<file path="src/rtl/art_pkg.sv">
// ----------------------------------------------------------------------------
// art_pkg
// Shared types and constants for the address region table.
// ----------------------------------------------------------------------------
package art_pkg;

    localparam int ADDR_W            = 48;   // address width on the ports
    localparam int FLAG_W            = 32;
    localparam int COUNT_W           = 5;
    localparam int RESULT_LIMIT      = 16;   // most results one range query gives
    localparam int DEF_TABLE_ENTRIES = 16;
    localparam int DEF_ADDR_BITS     = 48;

    typedef enum logic [1:0] {
        OP_REGISTER   = 2'd0,
        OP_UNREGISTER = 2'd1,
        OP_FIND       = 2'd2,
        OP_QUERY      = 2'd3
    } t_op;

    typedef enum logic [1:0] {
        ST_OK       = 2'd0,
        ST_INVALID  = 2'd1,
        ST_FULL     = 2'd2,
        ST_NOTFOUND = 2'd3
    } t_status;

    typedef enum logic [1:0] {
        FSM_IDLE,
        FSM_SCAN,
        FSM_FINISH
    } t_state;

    typedef struct packed {
        t_op                 cmd;
        logic [ADDR_W-1:0]   region_start;
        logic [ADDR_W-1:0]   region_end;
        logic [FLAG_W-1:0]   region_flags;
        logic [ADDR_W-1:0]   lookup_addr;
    } t_cmd_item;

    typedef struct packed {
        t_status             status;
        logic                entry_valid;
        logic [ADDR_W-1:0]   match_start;
        logic [ADDR_W-1:0]   match_end;
        logic [FLAG_W-1:0]   match_flags;
        logic [COUNT_W-1:0]  match_count;
        logic                last;
    } t_result;

    // control broadcast to the row of table cells
    typedef struct packed {
        logic rotate;    // every cell takes its upper neighbour
        logic compact;   // cells at or above the delete index take their neighbour
    } t_cell_ctrl;

endpackage

</file>
<file path="src/rtl/art_cell.sv">
// ----------------------------------------------------------------------------
// art_cell
// One table entry. Loads from its upper neighbour when the ring rotates, or
// when a removal closes the gap at or below its own position.
// ----------------------------------------------------------------------------
module art_cell #(
    parameter int ADDR_BITS = 48,
    parameter int IDX_W     = 4,
    parameter int CELL_IDX  = 0
) (
    input  logic                        i_clk,
    input  art_pkg::t_cell_ctrl         i_ctrl,
    input  logic [IDX_W-1:0]            i_del_idx,
    input  logic [ADDR_BITS-1:0]        i_nb_start,
    input  logic [ADDR_BITS-1:0]        i_nb_end,
    input  logic [art_pkg::FLAG_W-1:0]  i_nb_flags,
    output logic [ADDR_BITS-1:0]        o_start,
    output logic [ADDR_BITS-1:0]        o_end,
    output logic [art_pkg::FLAG_W-1:0]  o_flags
);
    import art_pkg::*;

    localparam logic [IDX_W-1:0] MY_IDX = IDX_W'(CELL_IDX);

    logic [ADDR_BITS-1:0] r_start;
    logic [ADDR_BITS-1:0] r_end;
    logic [FLAG_W-1:0]    r_flags;
    logic                 take;

    assign take = i_ctrl.rotate | (i_ctrl.compact & (MY_IDX >= i_del_idx));

    always_ff @(posedge i_clk) begin
        if (take) begin
            r_start <= i_nb_start;
            r_end   <= i_nb_end;
            r_flags <= i_nb_flags;
        end
    end

    assign o_start = r_start;
    assign o_end   = r_end;
    assign o_flags = r_flags;

endmodule

</file>
<file path="src/rtl/address_region_table.sv">
// ----------------------------------------------------------------------------
// address_region_table
// Table of address regions kept in insertion order: register, unregister, find, range query.
// ----------------------------------------------------------------------------
// The table is a ring of TABLE_ENTRIES cells that rotates one place per clock
// while a command is scanned, so every entry passes the head cell once per
// command, in table order. A command is taken when start is high and busy is
// low; busy then stays high through the full rotation and a closing state, and
// no new command is taken until it falls. Each result is shown for one cycle
// with o_strobe and cannot be held off; the result marked last appears in the
// cycle in which busy falls. Range query results stream out during the
// rotation. Each one is held back until the next overlapping entry reaches the
// head cell, and is shown in the cycle after that. The final one is shown with
// last after the rotation.
// ----------------------------------------------------------------------------
module address_region_table #(
    parameter int TABLE_ENTRIES = art_pkg::DEF_TABLE_ENTRIES,
    parameter int ADDR_BITS     = art_pkg::DEF_ADDR_BITS
) (
    input  logic                i_clk,
    input  logic                i_rst_n,
    input  logic                start,
    output logic                busy,
    input  art_pkg::t_cmd_item  i_item,
    output logic                o_strobe,
    output art_pkg::t_result    o_result
);
    import art_pkg::*;

    localparam int IDX_W = (TABLE_ENTRIES > 1) ? $clog2(TABLE_ENTRIES) : 1;
    localparam int CNT_W = $clog2(TABLE_ENTRIES + 1);

    // ring wiring: cell i loads from cell i+1, the top cell from the feed
    logic [ADDR_BITS-1:0] c_start [TABLE_ENTRIES];
    logic [ADDR_BITS-1:0] c_end   [TABLE_ENTRIES];
    logic [FLAG_W-1:0]    c_flags [TABLE_ENTRIES];
    logic [ADDR_BITS-1:0] nb_start [TABLE_ENTRIES];
    logic [ADDR_BITS-1:0] nb_end   [TABLE_ENTRIES];
    logic [FLAG_W-1:0]    nb_flags [TABLE_ENTRIES];

    logic [ADDR_BITS-1:0] feed_start;
    logic [ADDR_BITS-1:0] feed_end;
    logic [FLAG_W-1:0]    feed_flags;
    t_cell_ctrl           cell_ctrl;

    t_state               r_state,   n_state;
    t_op                  r_op,      n_op;
    logic [ADDR_BITS-1:0] r_s,       n_s;
    logic [ADDR_BITS-1:0] r_e,       n_e;
    logic [FLAG_W-1:0]    r_fl,      n_fl;
    logic [ADDR_BITS-1:0] r_a,       n_a;
    t_status              r_reg_st,  n_reg_st;
    logic [IDX_W-1:0]     r_pos,     n_pos;
    logic [CNT_W-1:0]     r_count,   n_count;
    logic                 r_hit,     n_hit;
    logic                 r_app,     n_app;
    logic [IDX_W-1:0]     r_del_idx, n_del_idx;
    logic [ADDR_BITS-1:0] r_cap_s,   n_cap_s;
    logic [ADDR_BITS-1:0] r_cap_e,   n_cap_e;
    logic [FLAG_W-1:0]    r_cap_fl,  n_cap_fl;
    logic [COUNT_W-1:0]   r_k,       n_k;
    t_result              r_out,     n_out;
    logic                 r_stb,     n_stb;

    logic [ADDR_BITS-1:0] in_s;
    logic [ADDR_BITS-1:0] in_e;
    logic                 in_range;
    logic                 exact;
    logic                 contains;
    logic                 overlap;

    genvar gi;
    generate
        for (gi = 0; gi < TABLE_ENTRIES; gi++) begin : g_cell
            if (gi == TABLE_ENTRIES - 1) begin : g_top
                assign nb_start[gi] = feed_start;
                assign nb_end[gi]   = feed_end;
                assign nb_flags[gi] = feed_flags;
            end else begin : g_mid
                assign nb_start[gi] = c_start[gi+1];
                assign nb_end[gi]   = c_end[gi+1];
                assign nb_flags[gi] = c_flags[gi+1];
            end

            art_cell #(
                .ADDR_BITS (ADDR_BITS),
                .IDX_W     (IDX_W),
                .CELL_IDX  (gi)
            ) u_cell (
                .i_clk      (i_clk),
                .i_ctrl     (cell_ctrl),
                .i_del_idx  (r_del_idx),
                .i_nb_start (nb_start[gi]),
                .i_nb_end   (nb_end[gi]),
                .i_nb_flags (nb_flags[gi]),
                .o_start    (c_start[gi]),
                .o_end      (c_end[gi]),
                .o_flags    (c_flags[gi])
            );
        end
    endgenerate

    assign in_s = ADDR_BITS'(i_item.region_start);
    assign in_e = ADDR_BITS'(i_item.region_end);

    // head cell compares
    assign in_range = CNT_W'(r_pos) < r_count;
    assign exact    = (c_start[0] == r_s) && (c_end[0] == r_e);
    assign contains = (r_a >= c_start[0]) && (r_a < c_end[0]);
    assign overlap  = (c_start[0] < r_e) && (c_end[0] > r_s);

    assign busy = (r_state != FSM_IDLE);

    always_comb begin
        n_state   = r_state;
        n_op      = r_op;
        n_s       = r_s;
        n_e       = r_e;
        n_fl      = r_fl;
        n_a       = r_a;
        n_reg_st  = r_reg_st;
        n_pos     = r_pos;
        n_count   = r_count;
        n_hit     = r_hit;
        n_app     = r_app;
        n_del_idx = r_del_idx;
        n_cap_s   = r_cap_s;
        n_cap_e   = r_cap_e;
        n_cap_fl  = r_cap_fl;
        n_k       = r_k;
        n_out     = r_out;
        n_stb     = 1'b0;
        cell_ctrl  = '0;
        feed_start = c_start[0];
        feed_end   = c_end[0];
        feed_flags = c_flags[0];

        case (r_state)
            FSM_IDLE: begin
                if (start) begin
                    n_state   = FSM_SCAN;
                    n_op      = i_item.cmd;
                    n_s       = in_s;
                    n_e       = in_e;
                    n_fl      = i_item.region_flags;
                    n_a       = ADDR_BITS'(i_item.lookup_addr);
                    n_pos     = '0;
                    n_hit     = 1'b0;
                    n_app     = 1'b0;
                    n_del_idx = '0;
                    n_k       = '0;
                    if (in_e <= in_s) begin
                        n_reg_st = ST_INVALID;
                    end else if (r_count == CNT_W'(TABLE_ENTRIES)) begin
                        n_reg_st = ST_FULL;
                    end else begin
                        n_reg_st = ST_OK;
                    end
                end
            end

            FSM_SCAN: begin
                cell_ctrl.rotate = 1'b1;
                n_pos = IDX_W'(r_pos + 1'b1);
                if (r_pos == IDX_W'(TABLE_ENTRIES - 1)) begin
                    n_state = FSM_FINISH;
                end
                case (r_op)
                    OP_REGISTER: begin
                        if (r_reg_st == ST_OK && !r_hit && !r_app) begin
                            if (in_range && exact) begin
                                feed_flags = r_fl;
                                n_hit      = 1'b1;
                            end else if (CNT_W'(r_pos) == r_count) begin
                                // first free slot reaches the head
                                feed_start = r_s;
                                feed_end   = r_e;
                                feed_flags = r_fl;
                                n_app      = 1'b1;
                            end
                        end
                    end
                    OP_UNREGISTER: begin
                        if (in_range && exact && !r_hit) begin
                            n_hit     = 1'b1;
                            n_del_idx = r_pos;
                        end
                    end
                    OP_FIND: begin
                        if (in_range && contains && !r_hit) begin
                            n_hit    = 1'b1;
                            n_cap_s  = c_start[0];
                            n_cap_e  = c_end[0];
                            n_cap_fl = c_flags[0];
                        end
                    end
                    OP_QUERY: begin
                        if (in_range && overlap && r_k < COUNT_W'(RESULT_LIMIT)) begin
                            // one result held back so the final one can carry last
                            if (r_k != '0) begin
                                n_stb             = 1'b1;
                                n_out             = '0;
                                n_out.status      = ST_OK;
                                n_out.entry_valid = 1'b1;
                                n_out.match_start = ADDR_W'(r_cap_s);
                                n_out.match_end   = ADDR_W'(r_cap_e);
                                n_out.match_flags = r_cap_fl;
                                n_out.match_count = r_k;
                            end
                            n_cap_s  = c_start[0];
                            n_cap_e  = c_end[0];
                            n_cap_fl = c_flags[0];
                            n_k      = COUNT_W'(r_k + 1'b1);
                        end
                    end
                    default: ;
                endcase
            end

            FSM_FINISH: begin
                n_state    = FSM_IDLE;
                n_stb      = 1'b1;
                n_out      = '0;
                n_out.last = 1'b1;
                case (r_op)
                    OP_REGISTER: begin
                        n_out.status = r_reg_st;
                        if (r_app) begin
                            n_count = CNT_W'(r_count + 1'b1);
                        end
                    end
                    OP_UNREGISTER: begin
                        if (r_hit) begin
                            n_out.status      = ST_OK;
                            cell_ctrl.compact = 1'b1;
                            feed_start        = '0;
                            feed_end          = '0;
                            feed_flags        = '0;
                            n_count           = CNT_W'(r_count - 1'b1);
                        end else begin
                            n_out.status = ST_NOTFOUND;
                        end
                    end
                    OP_FIND: begin
                        if (r_hit) begin
                            n_out.status      = ST_OK;
                            n_out.entry_valid = 1'b1;
                            n_out.match_start = ADDR_W'(r_cap_s);
                            n_out.match_end   = ADDR_W'(r_cap_e);
                            n_out.match_flags = r_cap_fl;
                        end else begin
                            n_out.status = ST_NOTFOUND;
                        end
                    end
                    OP_QUERY: begin
                        n_out.status = ST_OK;
                        if (r_k != '0) begin
                            n_out.entry_valid = 1'b1;
                            n_out.match_start = ADDR_W'(r_cap_s);
                            n_out.match_end   = ADDR_W'(r_cap_e);
                            n_out.match_flags = r_cap_fl;
                            n_out.match_count = r_k;
                        end
                    end
                    default: ;
                endcase
            end

            default: begin
                n_state = FSM_IDLE;
            end
        endcase
    end

    always_ff @(posedge i_clk) begin
        if (!i_rst_n) begin
            r_state <= FSM_IDLE;
            r_count <= '0;
            r_stb   <= 1'b0;
        end else begin
            r_state <= n_state;
            r_count <= n_count;
            r_stb   <= n_stb;
        end
    end

    always_ff @(posedge i_clk) begin
        r_op      <= n_op;
        r_s       <= n_s;
        r_e       <= n_e;
        r_fl      <= n_fl;
        r_a       <= n_a;
        r_reg_st  <= n_reg_st;
        r_pos     <= n_pos;
        r_hit     <= n_hit;
        r_app     <= n_app;
        r_del_idx <= n_del_idx;
        r_cap_s   <= n_cap_s;
        r_cap_e   <= n_cap_e;
        r_cap_fl  <= n_cap_fl;
        r_k       <= n_k;
        r_out     <= n_out;
    end

    assign o_strobe = r_stb;
    assign o_result = r_out;

endmodule
</file>
<file path="config.mk">
export PLATFORM = sky130hd
export DESIGN_NAME = address_region_table
export DESIGN_NICKNAME = d
export VERILOG_FILES = /design/src/rtl/art_pkg.sv /design/src/rtl/art_cell.sv /design/src/rtl/address_region_table.sv
export SDC_FILE = /design/constraint.sdc
export NUM_CORES = 2
export LEC_CHECK = 0
export BUFFER_PORTS_ARGS = -buffer_cell sky130_fd_sc_hd__buf_2
export CORE_ASPECT_RATIO = 0.75
export CORE_UTILIZATION = 23
export DETAILED_ROUTE_END_ITERATION = 6
export SLEW_MARGIN = 20
export SYNTH_ARGS = -nofsm -noshare
export SYNTH_HDL_FRONTEND = slang
export SYNTH_SLANG_ARGS = --single-unit
</file>
<file path="constraint.sdc">
create_clock -name i_clk -period 11.3 [get_ports i_clk]
set_input_delay 0 -clock i_clk [delete_from_list [all_inputs] [get_ports i_clk]]
set_output_delay 0 -clock i_clk [all_outputs]
set_load 0.05 [all_outputs]
</file>
**After elaboration in Yosys (flattened, before gate mapping)**

Cells that the tools add are included.

- Reductions and logical operators: 33
- Bitwise operators: 32
- Muxes and demuxes: 76
- Add/subtract/negate cells: 4
- Order comparisons: 23
- Eq/ne operators: 30

Operators by type and width:

| operator | number |
|---|---|
| $mux 48 | 16 |
| $mux 137 | 3 |
| $pmux 48 s2 | 4 |
| $pmux 137 s2 | 1 |
| $pmux 129 s2 | 1 |
| $mux 32 | 8 |
| $mux 134 | 1 |
| $mux 129 | 1 |
| $pmux 32 s2 | 2 |
| $eq 48x48->1 | 2 |
| $lt 48x48->1 | 2 |
| $ge 48x48->1 | 1 |
| $gt 48x48->1 | 1 |
| $le 48x48->1 | 1 |
| $ge 4x4->1 const A | 8 |
| $mux 5 | 6 |
| $ne 2x2->1 const B | 15 |
| $pmux 5 s2 | 2 |
| $reduce_and 4->1 | 5 |
| $and 1x1->1 | 16 |
| $ge 3x4->1 const A | 4 |
| $mux 1 | 16 |
| $or 1x1->1 | 16 |
| $pmux 4 s2 | 2 |
| 29 further kinds | 64 |

- Input port bits: 181
- Bits in registers: 2516

**Depth between registers and ports, before layout**

- Word-level depth: 7
- Depth in mapped cells: 12
- Gate-level depth less buffers: 11

**Modules after synthesis**

From an unflattened synthesis, not the netlist that was laid out.

- Cells, all modules: 4281
- Area total of the unflattened synthesis: 87599.0 um^2

By module, submodules not included:

| module | cells an instance | instances | sequential area each (um^2) | area an instance (um^2) |
|---|---|---|---|---|
| address_region_table | 2197 | 1 | 13973.4 | 25854.8 |
| art_cell at g_cell[11].u_cell ... | 130 | 3 | 3843.7 | 3854.9 |
| art_cell at g_cell[12].u_cell ... | 130 | 2 | 3843.7 | 3863.7 |
| art_cell at g_cell[4].u_cell ... | 131 | 2 | 3843.7 | 3861.2 |
| art_cell at g_cell[1].u_cell ... | 130 | 2 | 3843.7 | 3858.7 |
| art_cell at g_cell[0].u_cell ... | 130 | 2 | 3843.7 | 3857.4 |
| art_cell at g_cell[13].u_cell ... | 130 | 2 | 3843.7 | 3856.2 |
| art_cell at g_cell[10].u_cell | 132 | 1 | 3843.7 | 3875.0 |
| art_cell at g_cell[5].u_cell | 131 | 1 | 3843.7 | 3860.0 |
| art_cell at g_cell[15].u_cell | 129 | 1 | 3843.7 | 3849.9 |

**Worst setup path after synthesis**

No wires, ideal clock.

- Kind: register -> register
- From: register r_op[1]
- To: register g_cell[10].u_cell.r_end[0], enable pin
- Buffers on the path: 1
- Path slack: -340 ps
- Arrival time: 10795 ps
- Period minus slack after synthesis: 11640 ps
- Stages on the path, launching flop included: 6
- Library setup time: 845 ps
- Path through: edfxtp_1 inv_1 ha_1 clkbuf_1 a31oi_1 a311oi_1

- Cells in the longest elaborated chain, start to end: 5

RTL lines:

| what | line | text |
|---|---|---|
| start: declaration | address_region_table.sv:47 | `t_op r_op, n_op;` |
| start signal: assignment | address_region_table.sv:288 | `r_op <= n_op;` |
| $eq 2x1->1 | address_region_table.sv:225 | `case (r_op)` |
| $mux 1 | address_region_table.sv:225 |  |
| $mux 1 | address_region_table.sv:138 | `case (r_state)` |
| $and 1x1->1 | art_cell.sv:30 | `assign take = i_ctrl.rotate \| (i_ctrl.compact & (MY_IDX >= i_del_idx));` |
| $or 1x1->1 | art_cell.sv:30 |  |
| net g_cell[10].u_cell.take | art_cell.sv:28 | `logic take;` |
| end signal: assignment | art_cell.sv:35 | `r_end <= i_nb_end;` |
| end: declaration | art_cell.sv:26 | `logic [ADDR_BITS-1:0] r_end;` |

The timed path passes the listed nets, and every way through them passes these cells.
A chain may end at the register's enable or synchronous reset.

**Final worst setup path**

- From: register g_cell[0].u_cell.r_start[15]
- To: register r_cap_e[18], enable pin

- Cells in the longest elaborated chain, start to end: 6
- Elaborated cells between the ends (all ways): 11
- Those cells by class: 2 x order compare; 2 x eq/ne; 7 x reduce/logical

RTL lines:

| what | line | text |
|---|---|---|
| start: declaration | art_cell.sv:25 | `logic [ADDR_BITS-1:0] r_start;` |
| start signal: assignment | art_cell.sv:34 | `r_start <= i_nb_start;` |
| $lt 48x48->1 / $ge 48x48->1 (equally long branches) | address_region_table.sv:110, address_region_table.sv:109 |  |
| $logic_and 1x1->1, on equally long branches | address_region_table.sv:110, address_region_table.sv:109 |  |
| $logic_and 1x1->1, on equally long branches (2 in series) | address_region_table.sv:198, address_region_table.sv:190 |  |
| $ne 2x2->1 (no source line) | -- |  |
| $reduce_and 4->1 (no source line) * | -- |  |
| end signal: assignment | address_region_table.sv:299 | `r_cap_e <= n_cap_e;` |
| end: declaration | address_region_table.sv:59 | `logic [ADDR_BITS-1:0] r_cap_e, n_cap_e;` |

Every way passes the cells marked *; elsewhere a longest branch is shown, timed or not.

==> flow_metrics.env <==
export IMPL_seqPwrFrac_pct=53.7
export IMPL_placed_cells=9261
export IMPL_firstDrtPassIters=5
export IMPL_grt_setup_unrepaired="false"
export IMPL_critPathMaxStageDelay_ns=0.80
export IMPL_core_area_mm2=0.3700
export IMPL_globalRouteTotalUtil_pct=11.73
export IMPL_hold_violations=0
export IMPL_status="finished clean"
export IMPL_drt_iter0_drc=4115
export IMPL_initial_utilization_pct=23.19
export IMPL_syn_area_mm2=0.08579
export IMPL_path_common_cell="buf_4"
export IMPL_multi_input_area_mm2=0.009290
export IMPL_numCtsBuffers=271
export IMPL_cp_end_kind="flip-flop"
export IMPL_setup_worst_path_start="g_cell[0].u_cell.o_start[15]"
export IMPL_std_cell_rows=193
export IMPL_grt_pass1_vias=40680
export IMPL_htreeDepth=5
export IMPL_die_h_um=530.9
export IMPL_clkPwrFrac_pct=31.6
export IMPL_clock_latency_ns=0.86
export IMPL_design_area_mm2=0.1062
export IMPL_synth_cells=3962
export IMPL_fin_cells=10080
export IMPL_synth_top_family_by_area="adder cells"
export IMPL_syn_to_final_growth_pct=23.85
export IMPL_cts_resized=0
export IMPL_cellLeakagePower_nw=36.01
export IMPL_synth_fp_nets=4400
export IMPL_maxSlewViolCount=0
export IMPL_ys_ff_latch=2516
export IMPL_maxSlewHeadroom_pct=18.75
export IMPL_cp_start_kind="flip-flop"
export IMPL_path_clk_slew_ns=0.06
export IMPL_finalCritPeriodShare_pct=52.45
export IMPL_drive_gt1_share_pct=15.62
export IMPL_reg2reg_from="g_cell[0].u_cell.o_start[15]"
export IMPL_tns_ns=0
export IMPL_wire_per_inst_um=22.36
export IMPL_syn_area_per_cell_um2=21.65
export IMPL_antenna_found_initial=53
export IMPL_path_class="reg2reg"
export IMPL_p_comb_share_pct=14.7
export IMPL_power_mw=27.84
export IMPL_cts_setup_buffers=0
export IMPL_io_pins=320
export IMPL_grt_ovfl_total=0
export IMPL_holdWs_ns=0.04964
export IMPL_internal_power_mw=19.99
export IMPL_port_buffers=319
export IMPL_synthDistinctLibCells=57
export IMPL_cts_sinks=2516
export IMPL_drc_errors=0
export IMPL_yosys_area_share_simple_pct=2.635
export IMPL_seq_area_mm2=0.07547
export IMPL_fmax_mhz=168.7
export IMPL_worstHoldPathType="in2reg"
export IMPL_yosysWarningCount=0
export IMPL_p_sw_share_pct=28.20
export IMPL_synth_fa_ha_area_share_pct=3.757
export IMPL_grt_pass1_wl_mm=313.5
export IMPL_clock_skew_ns=0.1091
export IMPL_vias=40130
export IMPL_synth_edf_count=2508
export IMPL_synth_compound_area_share_pct=3.080
export IMPL_crit_family="buffers and inverters"
export IMPL_cts_hold_fix_buffers=328
export IMPL_powerDensity_mw_per_mm2=262.0
export IMPL_tightestPinTransition_ns=1.200
export IMPL_required_ns=11.73
export IMPL_synth_xor_area_share_pct=1.082
export IMPL_synthFlopType="edfxtp_1"
export IMPL_cp_max_fo=51
export IMPL_min_from="i_item[43]"
export IMPL_clock_path_buffers=4
export IMPL_crit_slowest_cell="buf_4"
export IMPL_finalCriticalPeriod_ns=5.926
export IMPL_setup_violations=0
export IMPL_fp_dieW_um=707.2
export IMPL_dieArea_mm2=0.3755
export IMPL_cts_root_buf="clkbuf_16"
export IMPL_dpl_cell_area_mm2=0.09414
export IMPL_synth_async_reset_ratio_pct=0
export IMPL_yosysSeqAreaShare_pct=87.97
export IMPL_cts_tree="done"
export IMPL_synth_area_mux_share_pct=0.01167
export IMPL_max_cap_viol_count=0
export IMPL_antenna_left=0
export IMPL_fillerInstances=36250
export IMPL_cp_cell_sequence="inv_1 -> ha_1 -> and3_1 -> o21ai_0 -> a211o_1 -> o21ai_0 -> a21oi_1 -> o41ai_1 -> buf_4 -> and3_4 -> buf_4 -> buf_4"
export IMPL_wl_mm=225.4
export IMPL_crit_buf_inv=4
export IMPL_ff2ff_setup_slack_ns=5.37
export IMPL_post_dp_hpwl_mm=149.0
export IMPL_grt_max_degree=146
export IMPL_cp_arrival_ns=6.36
export IMPL_viasPerCell=3.981
export IMPL_place_congestion=0.8967
export IMPL_max_vdd_ir_drop_mv=0.2267
export IMPL_fin_nets=5329
export IMPL_p_sw_mw=7.852
[placed cells by master (no fill, tap or decap), types with 10 or more instances in the layout]
cell type	netlist	final
nor4_1	25	25
diode_2	0	14
nand3_1	28	27
clkbuf_16	0	273
buf_12	0	10
buf_2	15	319
a21o_1	25	23
edfxtp_1	2508	2508
nand4_1	56	56
xnor2_1	71	71
xor2_1	35	35
inv_1	267	264
a211oi_1	15	15
dlygate4sd3_1	0	328
clkinv_2	0	44
bufinv_16	0	30
nor2b_1	17	17
ha_1	256	256
clkinv_1	0	48
inv_6	0	15
a21oi_1	95	87
a22o_1	129	129
nor2_1	37	34
o21ai_0	49	48
buf_4	1	47
and2_1	142	141
clkbuf_1	26	41
nand2_1	43	43
[registers in the layout (all words and copies together) (netlist names), 5 cells and up]
| signal | count |
|---|---|
| g_cell.u_cell.o_end | 768 |
| g_cell.u_cell.o_start | 768 |
| g_cell.u_cell.o_flags | 512 |
| o_result | 137 |
| r_a | 48 |
| r_cap_e | 48 |
| r_cap_s | 48 |
| r_e | 48 |
| r_s | 48 |
| r_cap_fl | 32 |
| r_fl | 32 |
| r_count | 5 |
| r_k | 5 |
[final cells by class]
| type | count | share of cell area (%) |
|---|---|---|
| Inverter | 267 | 0.9527 |
| Sequential cell | 2516 | 71.03 |
| Tap cell | 4972 | 5.855 |
| Timing Repair Buffer | 705 | 5.139 |
| Multi-Input combinational cell | 1130 | 8.744 |
| Clock inverter | 162 | 1.655 |
| Antenna cell | 14 | 0.03297 |
| Clock buffer | 315 | 6.588 |
[metrics by stage]
| step | setup slack [ns] | util (%) |
|---|---|---|
| floorplan | 2.594 | - |
| global placement | 5.227 | 25.45 |
| detailed placement | 5.207 | 25.45 |
| CTS | 5.135 | 28.70 |
| global route | 5.115 | 28.71 |
| finish | 5.374 | 28.72 |
[synth_stat cells (4+ instances only)]
cell,instances,share of area [%]
nand2b_1,7,0.051
o21ai_0,49,0.29
nand4_1,56,0.41
and3_1,7,0.051
o21bai_1,5,0.044
o21a_1,9,0.079
a211o_1,4,0.041
dfxtp_1,8,0.19
o2111ai_1,4,0.041
nand2_1,43,0.19
a22o_1,129,1.3
a2111oi_0,6,0.061
a21o_1,25,0.22
and4_1,9,0.092
edfxtp_1,2508,88
nor2b_1,17,0.12
nor3_1,6,0.035
a21oi_1,95,0.55
inv_1,267,1.2
nor3b_1,4,0.035
or3_1,5,0.036
and2_1,142,1.0
nor2_1,37,0.16
o211ai_1,4,0.035
nor4_1,25,0.18
buf_6,6,0.079
a211oi_1,15,0.13
ha_1,256,3.7
clkbuf_1,26,0.11
xnor2_1,71,0.72
or2_2,4,0.029
xor2_1,35,0.36
buf_2,15,0.088
nand3_1,28,0.16
a31oi_1,6,0.044
[per-layer routing]
layer	GRT usage [%]	wire, µm	vias up
met3	2.031	12570	417
met1	14.91	93190	20870
met2	20.32	111700	1476
li1	-	-	17370
met4	3.776	7944	0
met5	0	0	-
[path summary, 6_finish.rpt]
check | end | cells past startpoint
min reg2reg | g_cell[4].u_cell.o_start[38] | 0
max | r_cap_e[18] | 12
min | r_a[43] | 2
max reg2reg | r_cap_e[18] | 12
[logic make-up (layout without fill, tap and decap cells)]
kind of cell | count (synthesis) | in the layout
simple gates | 393 | 393
compound gates | 373 | 373
buf+inv | 316 | 1449
flops | 2516 | 2516
xor+xnor | 106 | 106
fa+ha+maj | 257 | 257
mux | 1 | 1
other cells | 0 | 14
[power groups by stage]
stage / sequential, mW / clock, mW / combinational (mW)
global placement: 15.1 / 0 / 4.05
floorplan: 15.5 / 0 / 1.92
CTS: 15.0 / 9.03 / 4.21
global route: 15.2 / 9.37 / 4.39
finish: 14.9 / 8.80 / 4.09
detailed placement: 15.1 / 0 / 4.10
Note: power is estimated with default switching activity, not from simulation.
